--- src/rtl/rlcf_pkg.sv ---
package rlcf_pkg;

   localparam int LEVEL_BITS   = 8;
   localparam int NUM_CHAN     = 4;
   localparam int CHAN_BITS    = 2;
   localparam int STEP_BITS    = 17;
   localparam int RATE_BITS    = 8;
   localparam int T_BITS       = 2 * RATE_BITS;
   localparam int PROD_BITS    = T_BITS + LEVEL_BITS;
   localparam int DIV_CNT_BITS = $clog2(LEVEL_BITS);
   localparam int CSR_ADDR_BITS = 3;
   localparam int CSR_DATA_BITS = 32;

   localparam logic [RATE_BITS-1:0] FPS_RESET = 8'd30;
   localparam logic [RATE_BITS-1:0] DUR_RESET = 8'd2;

   localparam logic CSR_FPS = 1'b0;
   localparam logic CSR_DUR = 1'b1;

   localparam logic [1:0] KIND_TICK   = 2'd0;
   localparam logic [1:0] KIND_TARGET = 2'd1;
   localparam logic [1:0] KIND_START  = 2'd2;
   localparam logic [1:0] KIND_STOP   = 2'd3;

   localparam logic [2:0] OP_TICK_END   = 3'd0;
   localparam logic [2:0] OP_TICK_FRAME = 3'd1;
   localparam logic [2:0] OP_TARGET     = 3'd2;
   localparam logic [2:0] OP_START      = 3'd3;
   localparam logic [2:0] OP_STOP       = 3'd4;

   typedef logic [NUM_CHAN-1:0][LEVEL_BITS-1:0] color_type;

   typedef struct packed {
      logic [1:0]            kind;
      logic [LEVEL_BITS-1:0] red_in;
      logic [LEVEL_BITS-1:0] green_in;
      logic [LEVEL_BITS-1:0] blue_in;
      logic [LEVEL_BITS-1:0] white_in;
   } req_type;

   typedef struct packed {
      logic [LEVEL_BITS-1:0] red_out;
      logic [LEVEL_BITS-1:0] green_out;
      logic [LEVEL_BITS-1:0] blue_out;
      logic [LEVEL_BITS-1:0] white_out;
      logic                  fade_done;
   } rsp_type;

   typedef struct packed {
      logic       capture;
      logic       setup;
      logic       mul;
      logic       load;
      logic       div_step;
      logic       commit;
      logic       emit;
      logic       dur_reset;
      logic [2:0] op;
   } cmd_type;

   typedef struct packed {
      logic [1:0] kind;
      logic       fading;
      logic       enabled;
      logic       over;
      logic       div_last;
      logic       chan_last;
      logic       slot_free;
   } stat_type;

endpackage

--- src/rtl/rlcf_ctrl.sv ---
module rlcf_ctrl (
   input  logic               clock,
   input  logic               reset,
   input  logic               req_valid,
   output logic               req_ready,
   input  rlcf_pkg::stat_type stat,
   output rlcf_pkg::cmd_type  cmd
);

   localparam logic [2:0] S_IDLE   = 3'd0;
   localparam logic [2:0] S_SETUP  = 3'd1;
   localparam logic [2:0] S_MUL    = 3'd2;
   localparam logic [2:0] S_LOAD   = 3'd3;
   localparam logic [2:0] S_DIV    = 3'd4;
   localparam logic [2:0] S_COMMIT = 3'd5;

   logic [2:0] state_ff, state_in;
   logic [2:0] op_ff, op_in;
   logic       has_res;

   assign req_ready = (state_ff == S_IDLE);

   assign has_res = (op_ff != rlcf_pkg::OP_STOP)
                  && ((op_ff != rlcf_pkg::OP_TARGET) || stat.enabled);

   always_comb begin
      state_in = state_ff;
      op_in    = op_ff;
      cmd      = '0;
      cmd.op   = op_ff;
      unique case (state_ff)
         S_IDLE: begin
            if (req_valid) begin
               cmd.capture = 1'b1;
               state_in    = S_SETUP;
            end
         end
         S_SETUP: begin
            cmd.setup = 1'b1;
            unique case (stat.kind)
               rlcf_pkg::KIND_TICK: begin
                  if (!stat.fading) begin
                     state_in = S_IDLE;
                  end else if (stat.over) begin
                     op_in    = rlcf_pkg::OP_TICK_END;
                     state_in = S_COMMIT;
                  end else begin
                     op_in    = rlcf_pkg::OP_TICK_FRAME;
                     state_in = S_MUL;
                  end
               end
               rlcf_pkg::KIND_TARGET: begin
                  op_in    = rlcf_pkg::OP_TARGET;
                  state_in = stat.fading ? S_MUL : S_COMMIT;
               end
               rlcf_pkg::KIND_START: begin
                  op_in    = rlcf_pkg::OP_START;
                  state_in = S_COMMIT;
               end
               default: begin
                  op_in    = rlcf_pkg::OP_STOP;
                  state_in = S_COMMIT;
               end
            endcase
         end
         S_MUL: begin
            cmd.mul  = 1'b1;
            state_in = S_LOAD;
         end
         S_LOAD: begin
            cmd.load = 1'b1;
            state_in = S_DIV;
         end
         S_DIV: begin
            cmd.div_step = 1'b1;
            if (stat.div_last) begin
               state_in = stat.chan_last ? S_COMMIT : S_MUL;
            end
         end
         S_COMMIT: begin
            if (!has_res || stat.slot_free) begin
               cmd.commit    = 1'b1;
               cmd.emit      = has_res;
               cmd.dur_reset = (op_ff == rlcf_pkg::OP_START);
               state_in      = S_IDLE;
            end
         end
         default: begin
            state_in = S_IDLE;
         end
      endcase
   end

   always_ff @(posedge clock) begin
      if (reset) begin
         state_ff <= S_IDLE;
         op_ff    <= rlcf_pkg::OP_STOP;
      end else begin
         state_ff <= state_in;
         op_ff    <= op_in;
      end
   end

`ifndef SYNTH
   a_accept_to_setup: assert property (@(posedge clock) disable iff (reset)
      (req_valid && req_ready) |=> (state_ff == S_SETUP))
      else $error("accepted beat did not move to setup");

   a_emit_needs_slot: assert property (@(posedge clock) disable iff (reset)
      cmd.emit |-> (stat.slot_free && cmd.commit))
      else $error("result written while output slot busy");
`endif

endmodule

--- src/rtl/rlcf_dpath.sv ---
module rlcf_dpath (
   input  logic                                 clock,
   input  logic                                 reset,
   input  rlcf_pkg::req_type                    req_payload,
   input  rlcf_pkg::cmd_type                    cmd,
   output rlcf_pkg::stat_type                   stat,
   input  logic [rlcf_pkg::RATE_BITS-1:0]       fps,
   input  logic [rlcf_pkg::RATE_BITS-1:0]       dur,
   output logic                                 rsp_valid,
   input  logic                                 rsp_ready,
   output rlcf_pkg::rsp_type                    rsp_payload
);

   localparam int L  = rlcf_pkg::LEVEL_BITS;
   localparam int TB = rlcf_pkg::T_BITS;
   localparam int PB = rlcf_pkg::PROD_BITS;
   localparam int SB = rlcf_pkg::STEP_BITS;
   localparam int RB = rlcf_pkg::RATE_BITS;
   localparam int CB = rlcf_pkg::CHAN_BITS;
   localparam int DB = rlcf_pkg::DIV_CNT_BITS;

   logic [1:0]          kind_ff, kind_in;
   rlcf_pkg::color_type col_ff, col_in;
   rlcf_pkg::color_type start_ff, start_in;
   rlcf_pkg::color_type target_ff, target_in;
   rlcf_pkg::color_type blend_ff, blend_in;
   logic [SB-1:0]       step_ff, step_in;
   logic                fading_ff, fading_in;
   logic                enabled_ff, enabled_in;
   logic [TB-1:0]       t_ff, t_in;
   logic [TB-1:0]       s_ff, s_in;
   logic [CB-1:0]       ch_ff, ch_in;
   logic [PB-1:0]       prod_a_ff, prod_a_in;
   logic [PB-1:0]       prod_b_ff, prod_b_in;
   logic [TB-1:0]       rem_ff, rem_in;
   logic [L-1:0]        lo_ff, lo_in;
   logic [L-1:0]        quot_ff, quot_in;
   logic [DB-1:0]       cnt_ff, cnt_in;
   rlcf_pkg::rsp_type   rsp_ff, rsp_in;
   logic                rsp_valid_ff, rsp_valid_in;

   logic [RB-1:0]       fps_nz, dur_nz;
   logic [TB-1:0]       t_comb;
   logic                over;
   logic [PB-1:0]       diff_w, s_w, a_w, b_w, sum_w;
   logic [TB:0]         trial, trial_sub;
   logic                ge;
   logic                div_last;
   rlcf_pkg::color_type base;
   rlcf_pkg::color_type res_col;
   logic                res_done;

   assign fps_nz = (fps == '0) ? RB'(1) : fps;
   assign dur_nz = (dur == '0) ? RB'(1) : dur;
   assign t_comb = {{RB{1'b0}}, fps_nz} * {{RB{1'b0}}, dur_nz};
   assign over   = step_ff > {1'b0, t_comb};

   assign diff_w = {{L{1'b0}}, t_ff - s_ff};
   assign s_w    = {{L{1'b0}}, s_ff};
   assign a_w    = {{TB{1'b0}}, start_ff[ch_ff]};
   assign b_w    = {{TB{1'b0}}, target_ff[ch_ff]};
   assign sum_w  = prod_a_ff + prod_b_ff;

   assign trial     = {rem_ff, lo_ff[L-1]};
   assign trial_sub = trial - {1'b0, t_ff};
   assign ge        = trial >= {1'b0, t_ff};
   assign div_last  = (cnt_ff == DB'(L - 1));

   assign base = fading_ff ? blend_ff : start_ff;

   assign stat.kind      = kind_ff;
   assign stat.fading    = fading_ff;
   assign stat.enabled   = enabled_ff;
   assign stat.over      = over;
   assign stat.div_last  = div_last;
   assign stat.chan_last = (ch_ff == CB'(rlcf_pkg::NUM_CHAN - 1));
   assign stat.slot_free = !rsp_valid_ff || rsp_ready;

   // datapath for one item: capture, setup, per-channel multiply, load, divide
   always_comb begin
      kind_in   = kind_ff;
      col_in    = col_ff;
      t_in      = t_ff;
      s_in      = s_ff;
      ch_in     = ch_ff;
      prod_a_in = prod_a_ff;
      prod_b_in = prod_b_ff;
      rem_in    = rem_ff;
      lo_in     = lo_ff;
      quot_in   = quot_ff;
      cnt_in    = cnt_ff;
      blend_in  = blend_ff;
      if (cmd.capture) begin
         kind_in   = req_payload.kind;
         col_in[0] = req_payload.red_in;
         col_in[1] = req_payload.green_in;
         col_in[2] = req_payload.blue_in;
         col_in[3] = req_payload.white_in;
      end
      if (cmd.setup) begin
         t_in  = t_comb;
         s_in  = over ? t_comb : step_ff[TB-1:0];
         ch_in = '0;
      end
      if (cmd.mul) begin
         prod_a_in = diff_w * a_w;
         prod_b_in = s_w * b_w;
      end
      if (cmd.load) begin
         rem_in  = sum_w[PB-1:L];
         lo_in   = sum_w[L-1:0];
         quot_in = '0;
         cnt_in  = '0;
      end
      if (cmd.div_step) begin
         rem_in  = ge ? trial_sub[TB-1:0] : trial[TB-1:0];
         lo_in   = {lo_ff[L-2:0], 1'b0};
         quot_in = {quot_ff[L-2:0], ge};
         cnt_in  = cnt_ff + DB'(1);
         if (div_last) begin
            blend_in[ch_ff] = {quot_ff[L-2:0], ge};
            ch_in           = ch_ff + CB'(1);
         end
      end
   end

   // state update and result
   always_comb begin
      start_in     = start_ff;
      target_in    = target_ff;
      step_in      = step_ff;
      fading_in    = fading_ff;
      enabled_in   = enabled_ff;
      res_col      = blend_ff;
      res_done     = 1'b0;
      rsp_in       = rsp_ff;
      rsp_valid_in = rsp_valid_ff && !rsp_ready;
      if (cmd.commit) begin
         unique case (cmd.op)
            rlcf_pkg::OP_TICK_END: begin
               start_in  = target_ff;
               target_in = '0;
               fading_in = 1'b0;
               step_in   = '0;
               res_col   = target_ff;
               res_done  = 1'b1;
            end
            rlcf_pkg::OP_TICK_FRAME: begin
               step_in = step_ff + SB'(1);
               res_col = blend_ff;
            end
            rlcf_pkg::OP_TARGET: begin
               res_col = base;
               if (enabled_ff) begin
                  start_in  = base;
                  target_in = col_ff;
                  fading_in = 1'b1;
                  step_in   = SB'(1);
               end else begin
                  start_in  = col_ff;
                  fading_in = 1'b0;
                  step_in   = '0;
               end
            end
            rlcf_pkg::OP_START: begin
               target_in  = start_ff;
               start_in   = '0;
               enabled_in = 1'b1;
               fading_in  = 1'b1;
               step_in    = SB'(1);
               res_col    = '0;
            end
            rlcf_pkg::OP_STOP: begin
               if (fading_ff) begin
                  start_in  = target_ff;
                  target_in = '0;
                  fading_in = 1'b0;
                  step_in   = '0;
               end
               enabled_in = 1'b0;
            end
            default: begin
               res_col = blend_ff;
            end
         endcase
      end
      if (cmd.emit) begin
         rsp_in.red_out   = res_col[0];
         rsp_in.green_out = res_col[1];
         rsp_in.blue_out  = res_col[2];
         rsp_in.white_out = res_col[3];
         rsp_in.fade_done = res_done;
         rsp_valid_in     = 1'b1;
      end
   end

   always_ff @(posedge clock) begin
      kind_ff   <= kind_in;
      col_ff    <= col_in;
      t_ff      <= t_in;
      s_ff      <= s_in;
      ch_ff     <= ch_in;
      prod_a_ff <= prod_a_in;
      prod_b_ff <= prod_b_in;
      rem_ff    <= rem_in;
      lo_ff     <= lo_in;
      quot_ff   <= quot_in;
      cnt_ff    <= cnt_in;
      blend_ff  <= blend_in;
      rsp_ff    <= rsp_in;
   end

   always_ff @(posedge clock) begin
      if (reset) begin
         start_ff     <= '0;
         target_ff    <= '0;
         step_ff      <= '0;
         fading_ff    <= 1'b0;
         enabled_ff   <= 1'b0;
         rsp_valid_ff <= 1'b0;
      end else begin
         start_ff     <= start_in;
         target_ff    <= target_in;
         step_ff      <= step_in;
         fading_ff    <= fading_in;
         enabled_ff   <= enabled_in;
         rsp_valid_ff <= rsp_valid_in;
      end
   end

   assign rsp_valid   = rsp_valid_ff;
   assign rsp_payload = rsp_ff;

`ifndef SYNTH
   a_fade_needs_enable: assert property (@(posedge clock) disable iff (reset)
      fading_ff |-> enabled_ff)
      else $error("fade running while disabled");

   a_idle_step_zero: assert property (@(posedge clock) disable iff (reset)
      !fading_ff |-> (step_ff == '0))
      else $error("step count nonzero with no fade");
`endif

endmodule

--- src/rtl/rgbw_linear_crossfade_core.sv ---
// channel   direction   handshake                         payload
// req       in          req_valid / req_ready             req_payload (rlcf_pkg::req_type)
// rsp       out         rsp_valid / rsp_ready             rsp_payload (rlcf_pkg::rsp_type)
// csr       in/out      psel, penable, pwrite, pready     paddr, pwdata, prdata
//
// a frame tick mid-fade or a new target during a fade multiplies and divides each channel,
// using the 8-step restoring divider shared by the four channels in turn
// start, stop, idle target, final tick go to commit; a tick with no fade ends at setup
// reset is synchronous and active high; state, flags and rates return to defaults
// the output register holds a result until taken; a new beat is accepted meanwhile
// and stalls only when its own result finds the output register still full
module rgbw_linear_crossfade_core (
   input  logic                                  clock,
   input  logic                                  reset,
   input  logic                                  req_valid,
   output logic                                  req_ready,
   input  rlcf_pkg::req_type                     req_payload,
   output logic                                  rsp_valid,
   input  logic                                  rsp_ready,
   output rlcf_pkg::rsp_type                     rsp_payload,
   input  logic                                  psel,
   input  logic                                  penable,
   input  logic                                  pwrite,
   input  logic [rlcf_pkg::CSR_ADDR_BITS-1:0]    paddr,
   input  logic [rlcf_pkg::CSR_DATA_BITS-1:0]    pwdata,
   output logic [rlcf_pkg::CSR_DATA_BITS-1:0]    prdata,
   output logic                                  pready
);

   localparam int RB = rlcf_pkg::RATE_BITS;
   localparam int DW = rlcf_pkg::CSR_DATA_BITS;

   rlcf_pkg::cmd_type  cmd;
   rlcf_pkg::stat_type stat;

   logic [RB-1:0] fps_ff, fps_in;
   logic [RB-1:0] dur_ff, dur_in;
   logic          csr_wr;

   assign pready = 1'b1;
   assign csr_wr = psel && penable && pwrite && pready;

   always_comb begin
      fps_in = fps_ff;
      dur_in = dur_ff;
      if (cmd.dur_reset) begin
         dur_in = rlcf_pkg::DUR_RESET;
      end
      if (csr_wr) begin
         unique case (paddr[2])
            rlcf_pkg::CSR_FPS: fps_in = pwdata[RB-1:0];
            rlcf_pkg::CSR_DUR: dur_in = pwdata[RB-1:0];
            default: fps_in = fps_ff;
         endcase
      end
   end

   always_comb begin
      unique case (paddr[2])
         rlcf_pkg::CSR_FPS: prdata = {{(DW - RB){1'b0}}, fps_ff};
         rlcf_pkg::CSR_DUR: prdata = {{(DW - RB){1'b0}}, dur_ff};
         default:           prdata = '0;
      endcase
   end

   always_ff @(posedge clock) begin
      if (reset) begin
         fps_ff <= rlcf_pkg::FPS_RESET;
         dur_ff <= rlcf_pkg::DUR_RESET;
      end else begin
         fps_ff <= fps_in;
         dur_ff <= dur_in;
      end
   end

   rlcf_ctrl u_ctrl (
      .clock     (clock),
      .reset     (reset),
      .req_valid (req_valid),
      .req_ready (req_ready),
      .stat      (stat),
      .cmd       (cmd)
   );

   rlcf_dpath u_dpath (
      .clock       (clock),
      .reset       (reset),
      .req_payload (req_payload),
      .cmd         (cmd),
      .stat        (stat),
      .fps         (fps_ff),
      .dur         (dur_ff),
      .rsp_valid   (rsp_valid),
      .rsp_ready   (rsp_ready),
      .rsp_payload (rsp_payload)
   );

endmodule
--- config.mk ---
export PLATFORM = sky130hd
export DESIGN_NAME = rgbw_linear_crossfade_core
export DESIGN_NICKNAME = d
export VERILOG_FILES = /design/src/rtl/rlcf_pkg.sv /design/src/rtl/rlcf_ctrl.sv /design/src/rtl/rlcf_dpath.sv /design/src/rtl/rgbw_linear_crossfade_core.sv
export SDC_FILE = /design/constraint.sdc
export NUM_CORES = 1
export LEC_CHECK = 0
export CORE_ASPECT_RATIO = 0.9
export CORE_MARGIN = 2
export CORE_UTILIZATION = 42
export CTS_CLUSTER_SIZE = 40
export DETAILED_ROUTE_END_ITERATION = 10
export DONT_BUFFER_PORTS = 1
export PLACE_DENSITY = 0.6
export SLEW_MARGIN = 30
export SYNTH_ARGS = -nofsm -noshare
export SYNTH_HDL_FRONTEND = slang
export SYNTH_SLANG_ARGS = --single-unit
--- constraint.sdc ---
create_clock -name clock -period 6.1 [get_ports clock]
set_input_delay 0.305 -clock clock [delete_from_list [all_inputs] [get_ports clock]]
set_output_delay 0.305 -clock clock [all_outputs]
set_load 0.05 [all_outputs]
* Yosys cells after proc, flatten, opt, wreduce, memory -nomap -nowiden
Index checks and enable logic that the tools add are counted.
** Word-level totals
- Bits in registers :: 321
- Bits in latches :: 0
- RAM bits :: 0
- ROM bits :: 0
- Input port bits :: 76
- Memories :: 0
** Operators by class
- $add $sub $neg :: 6
- $mul :: 3
- Divide/modulo/power cells :: 0
- Order comparisons :: 4
- Equality and inequality tests :: 21
- Shift-type cells :: 0
- Multiplexer cells :: 63
- Bitwise logic cells :: 1
- Reductions and logical operators :: 31
** Operators by type and width (count)
- one-hot mux 32 bit (4 select lines) :: 2
- 2-to-1 mux 32 bit :: 6
- one-hot mux 32 bit (3 select lines) :: 1
- one-hot mux 17 bit (5 select lines) :: 1
- 2-to-1 mux 8 bit :: 10
- 2-to-1 mux 16 bit :: 4
- one-hot mux 32 bit (2 select lines) :: 1
- multiplier 16 x 8 -> 24 bit :: 2
- 2-to-1 mux 3 bit :: 12
- binary-select mux 8 bit (select 2 bit) :: 2
- bitwise mux 32 bit :: 1
- subtractor 16 bit :: 2
- adder 24 bit :: 1
- one-hot mux 3 bit (6 select lines) :: 1
- adder 17 x 1 -> 17 bit (second input constant) :: 1
- >= comparator 17 x 16 -> 1 bit :: 1
- greater-than comparator 17 x 16 -> 1 bit :: 1
- 2-to-1 mux 17 bit :: 1
- demux 8 bit (select 2 bit) :: 1
- zero test 8 bit :: 2
- multiplier 8 x 8 -> 16 bit :: 1
- 2-to-1 mux 7 bit :: 2
- == test 3 x 2 -> 1 bit (second input constant) :: 4
- == test 3 bit (second input constant) :: 4
- 31 further kinds :: 65

* Depth between registers and ports, before layout
- Depth in word-level cells :: 10
- Mapped depth :: 28
- Depth with buffers taken out :: 28

* Hierarchy
From an unflattened synthesis, not the netlist that was laid out.
** Unflattened totals
- Cell total of the unflattened synthesis :: 2714
- Area, all modules :: 26608.0 sq um
** By module, submodules not included
- rlcf_dpath :: times used 1, cells each 2548, area an instance 25100.3 sq um
- rgbw_linear_crossfade_core :: times used 1, cells each 103, area an instance 1023.5 sq um
- rlcf_ctrl :: times used 1, cells each 63, area an instance 484.2 sq um

* Worst setup path after synthesis
No wires, ideal clock.
- Kind :: flip-flop to flip-flop
- From :: register u_dpath.s_ff[0]
- To :: register u_dpath.prod_a_ff[23], data pin
- Library setup time :: 260 ps
- Arrival :: 6138 ps
- Required time :: 5840 ps
- Setup slack :: -298 ps
- Stages on the path, launching flop included :: 26
- Path buffers :: 0
- Clock period less this slack :: 6398 ps
- Cells stage by stage :: edfxtp_1 > ha_1 > inv_1 > fa_1 > a21o_1 > a21oi_1 > o21bai_1 > a31oi_2 > o211ai_2 > a31o_1 > a21oi_2 > xnor2_2 > nand2b_1 > fa_1 > fa_1 > fa_1 > fa_1 > inv_1 > ha_1 > o2111a_1 > and3_1 > a211oi_1 > a31oi_1 > a211o_1 > a21oi_1 > xnor2_1
** On the way
- Word-level cells in the longest chain between the ends :: 2
** Ends and longest elaborated chain
- start: declaration :: RTL line rlcf_dpath.sv:31 : logic [TB-1:0] s_ff, s_in;
- start signal: assignment :: RTL line rlcf_dpath.sv:201 : s_ff <= s_in;
- subtractor 16 bit :: RTL line rlcf_dpath.sv:58 : assign diff_w = {{L{1'b0}}, t_ff - s_ff};
- multiplier 16 x 8 -> 24 bit :: RTL line rlcf_dpath.sv:106 : prod_a_in = diff_w * a_w;
- end signal: assignment :: RTL line rlcf_dpath.sv:203 : prod_a_ff <= prod_a_in;
- end: declaration :: RTL line rlcf_dpath.sv:33 : logic [PB-1:0] prod_a_ff, prod_a_in;
No other way between the ends.
A chain may end at the register's enable or synchronous reset.

* Final worst setup path
- From :: register u_dpath.s_ff[0]
- To :: register u_dpath.prod_a_ff[19], data pin
The elaborated chain is that of the path after synthesis.

==> metrics <==
run status complete, but fails checks; violated checks setup timing; Slew HR 33.67%; Hold Path End dur_ff[1]; post-synthesis sequential area ratio 31.69%; Row Count 88; Sink Count 321; Clock Path Buffers 3; Top FF cell, synth edfxtp_1; worst hold stages 3; final RePlAce weighted congestion 0.8808; first-pass GRT wire length 118.6 mm; max cap viols 0; total gr overflow 0; Final Hold Viols 0; number of DRC markers in iteration 0 1533; RSZ-0062 raised after global routing true; number of port buffers 0; CP top delay family adder cells; fin nets 3450; Setup WS pre-CTS -348.3 ps; Max Freq 157.5 MHz; die height 244.4 um; Worst R2R End u_dpath.prod_a_ff[19]; crit-path max FO 3; DR vias 20947; Yosys reg bits 321; CP peak stage delay 510 ps; vias in the first global route 21076; Detailed Route WL 75.94 mm; post-route ant nets 0; critical path's slowest cell fa_1; Post-synth EDFFs 212; First-pass DRT Iterations 5; chip width 271.1 um; R2R cell count 27; Setup crit end kind register; Async SR Flop Fraction 0%; Synth Instances 2824; Starting Density 42.24%; Final period util 104.1%; final count of pins violating max slew 0; Least-Margin Pin Slew 995.0 ps; largest net degree at the start of global routing 91; per-cell routed wire length 19.72 um; synth unique cells 90; final setup vio count 7; Pwr per Cell Area 196.7 nW/um2; Root Driver clkbuf_16; Final Util 49.34%; clock latency on the worst-skew pair 600 ps; Syn-to-layout area delta 16.81%; synthesized cell area 26980 um2; WP buf/inv 4; Remaining DRCs 0; initial antenna violation count 6; H-tree levels 2; IO Pins 144; CP Data Arrival Time 6670 ps; cell mode on critical path fa_1; Critical Path RT 6420 ps; synthesized area per cell 9.552 um2; worst setup path class register to register; CP startpoint kind register; P_leak 12.78 nW; r2r startpoint u_dpath.s_ff[0]; clock transition at the registers of the reported paths 60 ps; peak supply drop 191.6 uV; CTS tree built; Tmin final 6350 ps; DP Wirelength 56.61 mm; Min-Delay Path Class input port to register; clk_skew 52.38 ps; worst setup margin -249.8 ps; Core Area 63860 um2; Ys Warns 0; share of layout cells above drive strength 1 15.67%; R2R setup slack -250 ps; Via density 5.439; total track usage 22.63%; total CTS buffers 38; Worst Min Path Start pwrite; full die area 66270 um2
[tightest hold or removal path, delay by kind of cell]
family             cells  cell delay (ps)
AOI/OAI and AO/OA      1               90
and+or+nand+nor        2              160
[power by group]
group / switching [mW] / internal (mW) / leakage [nW] / total, mW
Clock: 1.02 / 1.30 / 0.611 / 2.32
Sequential: 0.0988 / 2.41 / 2.85 / 2.51
Combinational: 0.802 / 0.564 / 9.32 / 1.37
Total: 1.92 / 4.28 / 12.8 / 6.20
[worst max-delay path by stage]
| stage | startpoint | end | slack [ps] | depth (start not counted) |
|---|---|---|---|---|
| after floorplan | u_dpath.s_ff[0] | u_dpath.prod_a_ff[21] | -80 | 26 |
| after CTS | u_dpath.t_ff[0] | u_dpath.prod_a_ff[21] | -270 | 27 |
| final | u_dpath.s_ff[0] | u_dpath.prod_a_ff[19] | -250 | 27 |
| after global placement | u_dpath.s_ff[1] | u_dpath.prod_a_ff[21] | -240 | 26 |
| after detailed placement | u_dpath.s_ff[1] | u_dpath.prod_a_ff[22] | -350 | 25 |
| after global routing | u_dpath.t_ff[0] | u_dpath.prod_a_ff[21] | -520 | 27 |
[cells by family (layout without fill, tap and decap cells)]
group | Yosys count | after routing | synth area share, %
other | 2 | 28 | 0.02784
flip-flops | 321 | 321 | 31.69
multiplexers | 105 | 106 | 4.573
buffers and inverters | 450 | 595 | 6.855
adder cells (fa/ha/maj) | 411 | 411 | 24.82
XOR/XNOR | 111 | 111 | 3.660
AND/OR/NAND/NOR | 952 | 952 | 17.38
AO/OA/AOI/OAI | 472 | 472 | 10.99
[layout by cell type (no fill, tap or decap), types with 16 or more instances in the layout]
cell           count
a211oi_1          49
a21o_1            21
a21oi_1          195
a21oi_2           23
and2_1           114
and3_1            16
buf_4            165
clkbuf_16         40
conb_1            25
dfxtp_1          101
dlygate4sd3_1     46
edfxtp_1         212
fa_1             203
ha_1             191
inv_1            285
mux2i_1           76
nand2_1          226
nand2b_1          32
nand3_1           26
nor2_1           297
nor2b_1           48
nor3_1            64
nor3_2            30
nor3b_1           33
o21a_1            16
o21ai_0           47
o21ai_2           19
xnor2_1           56
xor2_1            38
[layer usage]
layer | GRT usage (%) | wire (um) | vias to the layer above
met4 | 5.430 | 1501 | 2
met3 | 3.780 | 5296 | 106
met2 | 36.08 | 34350 | 681
met5 | 0 | 13 | -
met1 | 32.12 | 34770 | 10368
li1 | - | - | 9790
[Yosys cell counts, drive strengths merged, types with 35 or more instances]
cell type / n / area [um2]
a211oi: 51 / 382.9
nand2: 230 / 863.3
nor2: 306 / 1149
buf: 54 / 362.8
xnor2: 67 / 601.8
clkbuf: 102 / 382.9
edfxtp: 212 / 6366
o21ai: 71 / 359.1
fa: 207 / 4144
ha: 204 / 2552
mux2i: 76 / 760.7
inv: 294 / 1104
xor2: 44 / 385.4
nor3: 95 / 620.6
dfxtp: 109 / 2182
and2: 116 / 725.7
nor2b: 56 / 350.3
a21oi: 219 / 1107
nand2b: 35 / 226.5
[cell type report]
class	instances	area, um2
Fill cell	5843	32350
Multi-Input combinational cell	2077	17480
Sequential cell	321	8561
Timing Repair Buffer	231	2016
Inverter	294	1104
Tap cell	855	1070
Clock buffer	46	1012
Clock inverter	24	256.5
Antenna cell	3	7.507
[registers in the layout, indices dropped and copies added, names as in the netlist, 2 cells and up]
| signal | flops |
|---|---|
| u_dpath.s_ff | 16 |
| u_dpath.target_ff | 32 |
| u_dpath.rem_ff | 16 |
| u_dpath.blend_ff | 32 |
| u_dpath.kind_ff | 2 |
| u_dpath.quot_ff | 7 |
| u_dpath.t_ff | 16 |
| u_dpath.col_ff | 32 |
| u_dpath.step_ff | 17 |
| u_ctrl.op_ff | 3 |
| u_dpath.ch_ff | 2 |
| u_dpath.lo_ff | 8 |
| fps_ff | 8 |
| u_dpath.prod_a_ff | 24 |
| u_dpath.prod_b_ff | 24 |
| u_dpath.start_ff | 32 |
| u_dpath.cnt_ff | 3 |
| dur_ff | 8 |
| u_dpath.rsp_payload | 33 |
| u_ctrl.state_ff | 3 |
[per-stage QoR]
stage	cell area (um2)	TNS [ps]	power [mW]	instances	hold WS, ps
finish	31510	-802.3	6.197	3851	19.76
global route	31500	-7779	6.444	3848	26.03
CTS	30910	-614.0	6.189	3834	0.1016
detailed placement	28750	-3447	3.785	3707	389.4
global placement	28690	-1435	3.760	3705	387.5
floorplan	27110	-103.3	3.325	2847	403.9
[repair_timing]
| action | 4_1_cts | 5_1_grt |
|---|---|---|
| buffers inserted | 11 | 12 |
| setup endpoints to repair | 28 | 33 |
| hold buffers | 47 | 0 |
| gates resized for setup | 61 | 109 |
| pin swaps | 40 | 40 |
| cloned | 0 | 3 |
| endpoints found under the hold margin | 124 | 0 |
(Power assumes the default switching activity.)
